<file path="src/sv/mam_pkg.sv">
// Shared types, constants and the microprogram of the 3x3 matrix add/multiply block.
package mam_pkg;

  localparam int DIM = 3;
  localparam int NELEM = DIM * DIM;
  localparam int IDX_W = 2;
  localparam int ADDR_W = 4;
  localparam int VAL_W = 32;
  localparam int S_TDATA_W = 40;
  localparam int M_TDATA_W = 40;
  localparam int UPC_W = 3;

  typedef logic [UPC_W-1:0] upc_t;
  typedef logic [IDX_W-1:0] idx_t;
  typedef logic [ADDR_W-1:0] addr_t;
  typedef logic [VAL_W-1:0] val_t;

  localparam logic [1:0] OP_SET = 2'd0;
  localparam logic [1:0] OP_ADD = 2'd1;
  localparam logic [1:0] OP_MUL = 2'd2;
  localparam logic [1:0] OP_NONE = 2'd3;

  localparam upc_t STEP_IDLE      = 3'd0;
  localparam upc_t STEP_WRITE     = 3'd1;
  localparam upc_t STEP_SHOW_A    = 3'd2;
  localparam upc_t STEP_SHOW_SUM  = 3'd3;
  localparam upc_t STEP_MUL       = 3'd4;
  localparam upc_t STEP_ACC       = 3'd5;
  localparam upc_t STEP_SHOW_PROD = 3'd6;

  typedef enum logic [1:0] {
    SRC_A,
    SRC_SUM,
    SRC_ACC
  } src_t;

  typedef enum logic [1:0] {
    JMP_NEXT,
    JMP_ALWAYS,
    JMP_K_MORE,
    JMP_ELEM_MORE
  } jmp_t;

  typedef struct packed {
    logic wait_in;
    logic write_a;
    logic emit;
    src_t src;
    logic mul;
    logic acc;
    jmp_t jmp;
    upc_t target;
  } cw_t;

  typedef struct packed {
    cw_t  cw;
    logic fire;
  } ctl_t;

  typedef struct packed {
    logic k_last;
    logic elem_last;
    logic out_hold;
  } stat_t;

  function automatic cw_t urom(upc_t upc);
    cw_t w;
    w = '{wait_in: 1'b0, write_a: 1'b0, emit: 1'b0, src: SRC_A, mul: 1'b0,
          acc: 1'b0, jmp: JMP_NEXT, target: STEP_IDLE};
    case (upc)
      STEP_IDLE: begin
        w.wait_in = 1'b1;
      end
      STEP_WRITE: begin
        w.write_a = 1'b1;
        w.jmp = JMP_ALWAYS;
        w.target = STEP_SHOW_A;
      end
      STEP_SHOW_A: begin
        w.emit = 1'b1;
        w.src = SRC_A;
        w.jmp = JMP_ELEM_MORE;
        w.target = STEP_SHOW_A;
      end
      STEP_SHOW_SUM: begin
        w.emit = 1'b1;
        w.src = SRC_SUM;
        w.jmp = JMP_ELEM_MORE;
        w.target = STEP_SHOW_SUM;
      end
      STEP_MUL: begin
        w.mul = 1'b1;
      end
      STEP_ACC: begin
        w.acc = 1'b1;
        w.jmp = JMP_K_MORE;
        w.target = STEP_MUL;
      end
      STEP_SHOW_PROD: begin
        w.emit = 1'b1;
        w.src = SRC_ACC;
        w.jmp = JMP_ELEM_MORE;
        w.target = STEP_MUL;
      end
      default: begin
        w.jmp = JMP_ALWAYS;
        w.target = STEP_IDLE;
      end
    endcase
    return w;
  endfunction

  // The fixed matrix holds 1 through NELEM in row-major order.
  function automatic val_t b_val(addr_t idx);
    val_t v;
    v = '0;
    if (int'(idx) < NELEM) begin
      v = VAL_W'(idx) + val_t'(1);
    end
    return v;
  endfunction

endpackage

</file>
<file path="src/sv/mam_seq.sv">
// Microcode sequencer: step counter, control store lookup, stalls and jumps.
module mam_seq
  import mam_pkg::*;
(
  input  logic       clk,
  input  logic       rst,
  input  logic       in_valid,
  input  logic [1:0] opcode,
  input  stat_t      st,
  output ctl_t       ctl,
  output logic       in_ready
);

  upc_t upc;
  upc_t upc_next;
  cw_t  cw;
  logic stall;

  assign cw = urom(upc);
  assign stall = (cw.wait_in && !in_valid) || (cw.emit && st.out_hold);
  assign ctl.cw = cw;
  assign ctl.fire = !stall;
  assign in_ready = cw.wait_in;

  always_comb begin
    upc_next = upc;
    if (!stall) begin
      if (cw.wait_in) begin
        case (opcode)
          OP_SET:  upc_next = STEP_WRITE;
          OP_ADD:  upc_next = STEP_SHOW_SUM;
          OP_MUL:  upc_next = STEP_MUL;
          default: upc_next = STEP_IDLE;
        endcase
      end else begin
        case (cw.jmp)
          JMP_NEXT:      upc_next = upc + upc_t'(1);
          JMP_ALWAYS:    upc_next = cw.target;
          JMP_K_MORE:    upc_next = st.k_last ? upc + upc_t'(1) : cw.target;
          JMP_ELEM_MORE: upc_next = st.elem_last ? STEP_IDLE : cw.target;
          default:       upc_next = STEP_IDLE;
        endcase
      end
    end
  end

  always_ff @(posedge clk) begin
    if (rst) begin
      upc <= STEP_IDLE;
    end else begin
      upc <= upc_next;
    end
  end

endmodule

</file>
<file path="src/sv/mam_dp.sv">
// Datapath: matrix A, element counters, multiply-accumulate and output register.
module mam_dp
  import mam_pkg::*;
(
  input  logic clk,
  input  logic rst,
  input  ctl_t ctl,
  input  val_t in_value,
  input  idx_t in_row,
  input  idx_t in_col,
  output stat_t st,
  output logic out_valid,
  input  logic out_ready,
  output idx_t out_row,
  output idx_t out_col,
  output val_t out_value,
  output logic out_last
);

  val_t  a [NELEM];
  idx_t  r;
  idx_t  c;
  idx_t  k;
  val_t  wr_value;
  idx_t  wr_row;
  idx_t  wr_col;
  val_t  prod;
  val_t  acc;
  addr_t a_addr;
  addr_t b_addr;
  addr_t wr_addr;
  val_t  a_rd;
  val_t  b_rd;
  val_t  res;
  logic  elem_last;
  logic  k_last;

  assign elem_last = (r == idx_t'(DIM - 1)) && (c == idx_t'(DIM - 1));
  assign k_last = (k == idx_t'(DIM - 1));
  assign st.k_last = k_last;
  assign st.elem_last = elem_last;
  assign st.out_hold = out_valid && !out_ready;

  always_comb begin
    if (ctl.cw.mul) begin
      a_addr = addr_t'(r) * addr_t'(DIM) + addr_t'(k);
      b_addr = addr_t'(k) * addr_t'(DIM) + addr_t'(c);
    end else begin
      a_addr = addr_t'(r) * addr_t'(DIM) + addr_t'(c);
      b_addr = a_addr;
    end
  end

  assign wr_addr = addr_t'(wr_row) * addr_t'(DIM) + addr_t'(wr_col);
  assign a_rd = (int'(a_addr) < NELEM) ? a[a_addr] : '0;
  assign b_rd = b_val(b_addr);

  always_comb begin
    case (ctl.cw.src)
      SRC_A:   res = a_rd;
      SRC_SUM: res = a_rd + b_rd;
      SRC_ACC: res = acc;
      default: res = a_rd;
    endcase
  end

  always_ff @(posedge clk) begin
    if (rst) begin
      for (int i = 0; i < NELEM; i++) begin
        a[i] <= VAL_W'(i + 1);
      end
    end else if (ctl.fire && ctl.cw.write_a) begin
      if ((int'(wr_row) < DIM) && (int'(wr_col) < DIM)) begin
        a[wr_addr] <= wr_value;
      end
    end
  end

  always_ff @(posedge clk) begin
    if (ctl.fire && ctl.cw.wait_in) begin
      wr_value <= in_value;
      wr_row <= in_row;
      wr_col <= in_col;
    end
    if (ctl.fire && ctl.cw.mul) begin
      prod <= VAL_W'(a_rd * b_rd);
    end
    if (ctl.fire && ctl.cw.acc) begin
      acc <= (k == '0) ? prod : acc + prod;
    end
  end

  always_ff @(posedge clk) begin
    if (rst) begin
      r <= '0;
      c <= '0;
      k <= '0;
    end else if (ctl.fire) begin
      if (ctl.cw.acc) begin
        k <= k_last ? '0 : k + idx_t'(1);
      end
      if (ctl.cw.emit) begin
        if (c == idx_t'(DIM - 1)) begin
          c <= '0;
          r <= elem_last ? '0 : r + idx_t'(1);
        end else begin
          c <= c + idx_t'(1);
        end
      end
    end
  end

  always_ff @(posedge clk) begin
    if (rst) begin
      out_valid <= 1'b0;
    end else if (ctl.fire && ctl.cw.emit) begin
      out_valid <= 1'b1;
    end else if (out_ready) begin
      out_valid <= 1'b0;
    end
  end

  always_ff @(posedge clk) begin
    if (ctl.fire && ctl.cw.emit) begin
      out_row <= r;
      out_col <= c;
      out_value <= res;
      out_last <= elem_last;
    end
  end

endmodule

</file>
<file path="src/sv/matrix_add_multiply_3x3_core.sv">
// Top level of the 3x3 matrix add/multiply block.
//
// The block holds a writable 3x3 matrix A (1..9 row-major after reset) and a
// fixed matrix B (1..9). Each item on the slave stream carries an opcode:
// set one element of A and show A, show A+B, or show A*B. An unused opcode is
// taken and produces nothing. Every command produces nine items on the master
// stream in row-major order, with tlast on the ninth. Arithmetic wraps at 32 bits.
// A short microprogram steps a shared datapath one element at a time.
// Show A and A+B emit one element per cycle while the master stream takes
// them. The product runs three multiplies and three accumulates on one
// multiplier plus the emit step for each element.
// For A+B the first item is registered in the first sum step, a write first
// updates A in its write step, and the product first runs its multiply and
// accumulate steps.
// s_tready is high only while the sequencer waits for a command.
// A stalled master stream freezes the sequencer at its emit step, and the output
// register holds its item until it is taken.
// Reset restores A to 1..9, clears the output valid flag and returns to waiting.
module matrix_add_multiply_3x3_core
  import mam_pkg::*;
(
  input  logic                 clk,
  input  logic                 rst,
  input  logic                 s_tvalid,
  output logic                 s_tready,
  // opcode[1:0], elem_value[33:2], row_index[35:34], col_index[37:36], zeros above
  input  logic [S_TDATA_W-1:0] s_tdata,
  output logic                 m_tvalid,
  input  logic                 m_tready,
  // out_row[1:0], out_col[3:2], out_value[35:4], zeros above
  output logic [M_TDATA_W-1:0] m_tdata,
  output logic                 m_tlast
);

  ctl_t ctl;
  stat_t st;
  idx_t out_row;
  idx_t out_col;
  val_t out_value;

  mam_seq u_seq (
    .clk      (clk),
    .rst      (rst),
    .in_valid (s_tvalid),
    .opcode   (s_tdata[1:0]),
    .st       (st),
    .ctl      (ctl),
    .in_ready (s_tready)
  );

  mam_dp u_dp (
    .clk       (clk),
    .rst       (rst),
    .ctl       (ctl),
    .in_value  (s_tdata[33:2]),
    .in_row    (s_tdata[35:34]),
    .in_col    (s_tdata[37:36]),
    .st        (st),
    .out_valid (m_tvalid),
    .out_ready (m_tready),
    .out_row   (out_row),
    .out_col   (out_col),
    .out_value (out_value),
    .out_last  (m_tlast)
  );

  assign m_tdata = {4'b0000, out_value, out_col, out_row};

endmodule

</file>
<file path="config.mk">
export PLATFORM = sky130hd
export DESIGN_NAME = matrix_add_multiply_3x3_core
export DESIGN_NICKNAME = d
export VERILOG_FILES = /design/src/sv/mam_pkg.sv /design/src/sv/mam_seq.sv /design/src/sv/mam_dp.sv /design/src/sv/matrix_add_multiply_3x3_core.sv
export SDC_FILE = /design/constraint.sdc
export NUM_CORES = 1
export LEC_CHECK = 0
export BUFFER_PORTS_ARGS = -buffer_cell sky130_fd_sc_hd__buf_2
export CAP_MARGIN = 20
export CORE_MARGIN = 2
export CORE_UTILIZATION = 60
export DETAILED_ROUTE_END_ITERATION = 10
export PLACE_DENSITY = 0.76
export SLEW_MARGIN = 20
export SYNTH_ARGS = -nofsm -noshare
export SYNTH_HDL_FRONTEND = slang
export SYNTH_SLANG_ARGS = --single-unit
</file>
<file path="constraint.sdc">
create_clock -name clk -period 16.6 [get_ports clk]
set_input_delay 3.32 -clock clk [delete_from_list [all_inputs] [get_ports clk]]
set_output_delay 3.32 -clock clk [all_outputs]
set_load 0.1 [all_outputs]
</file>
; ---- Word-level counts from Yosys, hierarchy flattened
; Memory sizes are Yosys's and may differ from the RTL's.
; Cells that the tools add are included.
[word_totals]
register_bits = 147
mem_bits_rw = 288
output_inout_bits = 43
word_cells = 106
mem_count = 1
[op_classes]
n_addsub = 11
mul = 4
magnitude_cmp = 4
eq_ne = 16
n_mux = 31
bitwise = 1
n_reduce_logical = 24
[mem_list]
columns = memory, depth, width, read_ports, rd_clocked_by_memory_dff, write_ports, line_no
row1 = u_dp.a, 9, 32, 1, 0, 9, mam_dp.sv:20  ; val_t a [NELEM];
[ops]
columns = operator, count
row1 = $mux 32, 4
row2 = $add 32x32->32, 2
row3 = $pmux 32 s2, 1
row4 = $mul 32x32->32, 1
row5 = $reduce_or 32->1, 1
row6 = $pmux 5 s6, 1
row7 = $pmux 3 s3, 2
row8 = $add 4x2->4, 4
row9 = $eq 2x2->1 const B, 7
row10 = $mux 1, 13
row11 = $mul 2x2->4 const B, 3
row12 = $mux 4, 3
row13 = $pmux 3 s4, 1
row14 = $logic_and 1x1->1, 10
row15 = $eq 3x3->1 const B, 3
row16 = $mux 3, 3
row17 = $lt 4x4->1 const B, 2
row18 = $add 2x1->2 const B, 3
row19 = $eq 2x1->1 const B, 3
row20 = $eq 3x2->1 const B, 2
row21 = $logic_not 2->1, 3
row22 = $mux 2, 3
row23 = $add 4x1->5 const B, 1
row24 = $lt 2x2->1 const B, 2
row25 = 10 further kinds, 13

; ---- Longest topological paths before layout
[depth]
depth_word = 11
ltp_mapped = 31

; ---- Modules after synthesis
; Synthesis repeated with hierarchy kept, for this count alone.
[unflattened]
hier_cells = 2220
hier_area_um2 = 26379.0
[modules_own_cells]
columns = mod, n_inst, cells_each, area_per_inst_um2, seq_area_each_um2
row1 = mam_dp, 1, 2138, 25768.5, 12902.4
row2 = mam_seq, 1, 77, 576.8, 60.1
row3 = matrix_add_multiply_3x3_core, 1, 5, 33.8, 0.0

; ---- Worst setup path after synthesis
; No wires, ideal clock.
[synth_timing]
kind = reg2reg
from = register u_dp.r[0]
to = register u_dp.prod[31] (data pin)
arrival_time_ps = 7729
path_slack_ps = 8609
path_stages_with_launch = 29
n_path_buf = 5
period_less_slack_ps = 7991
path_cell_list = dfxtp_1 > inv_1 > ha_1 > fa_1 > and3_1 > clkbuf_1 > nor2_2 > buf_2 > buf_2 > clkbuf_1 > buf_1 > mux4_2 > mux2i_1 > o21ai_0 > nor2b_1 > fa_1 > fa_1 > fa_1 > ha_1 > ha_1 > nor2b_1 > o31a_1 > o41ai_1 > a21oi_1 > o2111ai_1 > a21oi_1 > a221oi_1 > o21ai_0 > xnor2_1
[synth_between]
elab_chain_len = 6
elab_cells_between_ends = 12
[synth_lines]
columns = item, line_no
row1 = "start, declared", mam_dp.sv:21  ; idx_t r;
row2 = "start signal, assigned", mam_dp.sv:105  ; r <= elem_last ? '0 : r + idx_t'(1);
row3 = $mul 2x2->4 *, "mam_dp.sv:46, mam_dp.sv:49"
row4 = "$add 4x2->4, on equally long branches", "mam_dp.sv:49, mam_dp.sv:46"
row5 = $mux 4, mam_dp.sv:45  ; if (ctl.cw.mul) begin
row6 = $add 4x1->5 (tied with other cells), mam_pkg.sv:118  ; v = VAL_W'(idx) + val_t'(1);
row7 = "$mux 32, on equally long branches", "mam_pkg.sv:117, mam_dp.sv:55"
row8 = $mul 32x32->32 *, mam_dp.sv:86  ; prod <= VAL_W'(a_rd * b_rd);
row9 = "end signal, assigned", mam_dp.sv:86
row10 = "end, declared", mam_dp.sv:27  ; val_t prod;
; Every way passes the cells marked *; elsewhere a longest branch is shown, timed or not.
; A chain may end at the register's enable or synchronous reset.

; ---- Final worst setup path
; Same ends and word-level chain as after synthesis.

==> results.cfg <==
[outcome]
status = finished clean

[synth]
syn_inst = 2476
yosys-top-cells-area = edfxtp_1, and2_1, fa_1, ha_1, mux4_2
yosysTopAreaCell = edfxtp_1
synth_xor_xnor_area_share_pct = 2.241
synth_fa_ha_area_share_pct = 11.14
synth.distinct_cells = 75
post-synth-top-count-cell = edfxtp_1
synth_mux_area_share_pct = 4.599
ys_seq_elements = 524
synth_top_cell_area_share_pct = 51.95
syn_avg_cell_area_um2 = 12.00
synthesis.area_um2 = 29710
synth-simple-area-share_pct = 15.44
synth_edf_count = 514
netlist_top_cells_count = edfxtp_1, and2_1, nor2_1
synth_top_family_by_area = simple AND/OR/NAND/NOR gates
ys_seq_area_share_pct = 52.63
synth-main-ff-cell = edfxtp_1
synthArstFlopShare_pct = 0
synth_compound_area_share_pct = 10.63
yosys_warnings = 0

[final_layout]
drive_gt1_share_pct = 11.61
num-fill-cells = 3558
instances_no_fill = 3239
n_antenna_cell = 0
area_delta_synth_final_pct = 9.994
multi_input_area_um2 = 13330
fin_nets = 2784
regArea_um2 = 15640

[route]
drtAntennaViolNets = 0
drt_wl_total_um = 77080
viasPerCell = 6.354
firstDrtPassIters = 6
drtIter0Drc = 2270
vias = 20580
wl_per_cell_um = 23.80
drc = 0

[pwr]
power.total_mw = 6.675
p_leak_nw = 12.38
peakVddDrop_v = 0.0001048
p_per_area_nw_per_um2 = 204.3

[sta]
tightest_slew_ns = 1.149
hold_viol_final = 0
skew_ns = 0.01031
min_period_ns = 9.102
fmax_ghz = 0.1099
timing.final.ws_setup_ns = 7.498
setup_viol = 0
slew_headroom_pct = 23.43
setup_tns_ns = 0
drv_slew = 0
rsz0062_at_grt = no
finalCritPeriodShare_pct = 54.83

[clock_tree]
clk_pin_slew_worst_paths_ns = 0.06
postCtsSetupRepairBufs = 0
cts_tree = yes
cts.sinks = 524
htreeDepth = 2
cts_resized = 0
root_buffer = clkbuf_16
cts-hold-fix-buffers = 0
cts_buffers = 56
clk_latency_ns = 0.61
cts_buffer_depth = 3

[setup_path]
r2r_setup_slack_ns = 7.50
crit_path_start_kind = flip-flop
end_kind = flip-flop
arrival_ns = 9.46
slowest_delay_ns = 0.74
critPathKind = reg -> reg
cp_slowest_cell = fa_1
crit_fanout = 59
crit_required_ns = 16.96

[placement]
place_inst = 3136
dp_hpwl_um = 47860
place_ws_ns = 7.665
io_buffers = 80
place_congestion = 0.8986

[global_routing]
grt_pass1_wl_um = 118900
grtUsageTotal_pct = 30.78
grt_pass1_vias = 20910
antenna_found_initial = 1
globalRouteOverflowTotal = 0
grt_max_degree = 69

[min_path]
hold_path.class = reg -> reg

[run]
cap_violations = 0

[floorplanning]
die_area_um2 = 51310
die_h_um = 226.5
core_um2 = 48950
initial_utilization_pct = 60.69
rows = 81
dieWidth_um = 226.5
io-pin-count = 87
==> area by class of cell <==
| type | instances | share of cell area (%) |
|---|---|---|
| Clock buffer | 67 | 4.415 |
| Clock inverter | 36 | 1.264 |
| Inverter | 90 | 1.034 |
| Multi-Input combinational cell | 1740 | 40.80 |
| Sequential cell | 524 | 47.85 |
| Tap cell | 664 | 2.542 |
| Timing Repair Buffer | 118 | 2.098 |
==> sequential cells by signal (all words and copies together), names as in the netlist, 3 cells and up <==
| register | cells |
|---|---|
| u_dp.acc | 32 |
| u_dp.a | 377 |
| u_dp.wr_value | 32 |
| u_dp.out_value | 32 |
| u_seq.upc | 3 |
| u_dp.prod | 32 |
==> per-layer routing <==
layer	global-route usage, %	up-vias	wire (um)	part of all wire [%]
met1	40.31	10200	30220	39
met3	5.028	202	6349	8.2
met4	13.67	0	3405	4.4
li1	-	9171	-	-
met2	50.96	1011	37100	48
met5	0	-	0	0
==> kinds of logic after synthesis <==
| family | after synthesis |
|---|---|
| compound gates | 474 |
| mux | 72 |
| simple gates | 877 |
| buf+inv | 241 |
| other cells | 2 |
| fa+ha+maj | 210 |
| flops | 524 |
| xor+xnor | 76 |
==> worst max-delay path: cells and delay by family, from the launching register on <==
kind                     cells  cell delay, ns
AO/OA/AOI/OAI                8            2.96
XOR/XNOR                     1            0.16
adder cells (fa/ha/maj)      8            3.38
buffers and inverters        5            1.04
flip-flops                   1            0.48
multiplexers                 2            0.35
AND/OR/NAND/NOR              3            0.44
==> metrics by stage <==
step	utilization (%)	hold WS, ns	cell area, um^2
6_report	66.76	0.5054	32680
5_1_grt	66.76	0.5420	32680
3_3_place_gp	62.95	0.4834	30810
3_5_place_dp	62.95	0.4905	30810
2_1_floorplan	-	0.4648	29820
4_1_cts	66.74	0.4989	32670
==> placed cells by master, fill, tap and decap left out, types with 32 or more instances in the layout <==
cell / count
nand3_1: 66
and2_1: 314
edfxtp_1: 514
nand2_1: 158
a32oi_1: 56
fa_1: 91
buf_4: 38
xor2_1: 32
clkbuf_16: 56
inv_1: 89
xnor2_1: 44
nor2_1: 165
mux4_2: 51
o21ai_0: 126
a21oi_1: 105
ha_1: 117
buf_2: 80
==> power breakdown <==
part / internal [mW] / total, mW / leakage [nW] / switching [mW]
clock: 0.756 / 1.28 / 0.895 / 0.521
combinational: 1.27 / 3.42 / 6.41 / 2.15
sequential: 1.82 / 1.98 / 5.07 / 0.160
total: 3.84 / 6.68 / 12.4 / 2.84
==> path summary, 6_finish.rpt <==
kind / depth (start not counted) / startpoint / endpoint
setup / recovery: 27 / u_dp.r[0]$_SDFFE_PP0P_ / u_dp.prod[31]$_DFFE_PP_
hold / removal: 2 / u_seq.upc[1]$_SDFFE_PP0N_ / u_seq.upc[1]$_SDFFE_PP0N_
setup reg to reg: 27 / u_dp.r[0]$_SDFFE_PP0P_ / u_dp.prod[31]$_DFFE_PP_
hold reg to reg: 2 / u_seq.upc[1]$_SDFFE_PP0N_ / u_seq.upc[1]$_SDFFE_PP0N_
(Power assumes the default switching activity.)
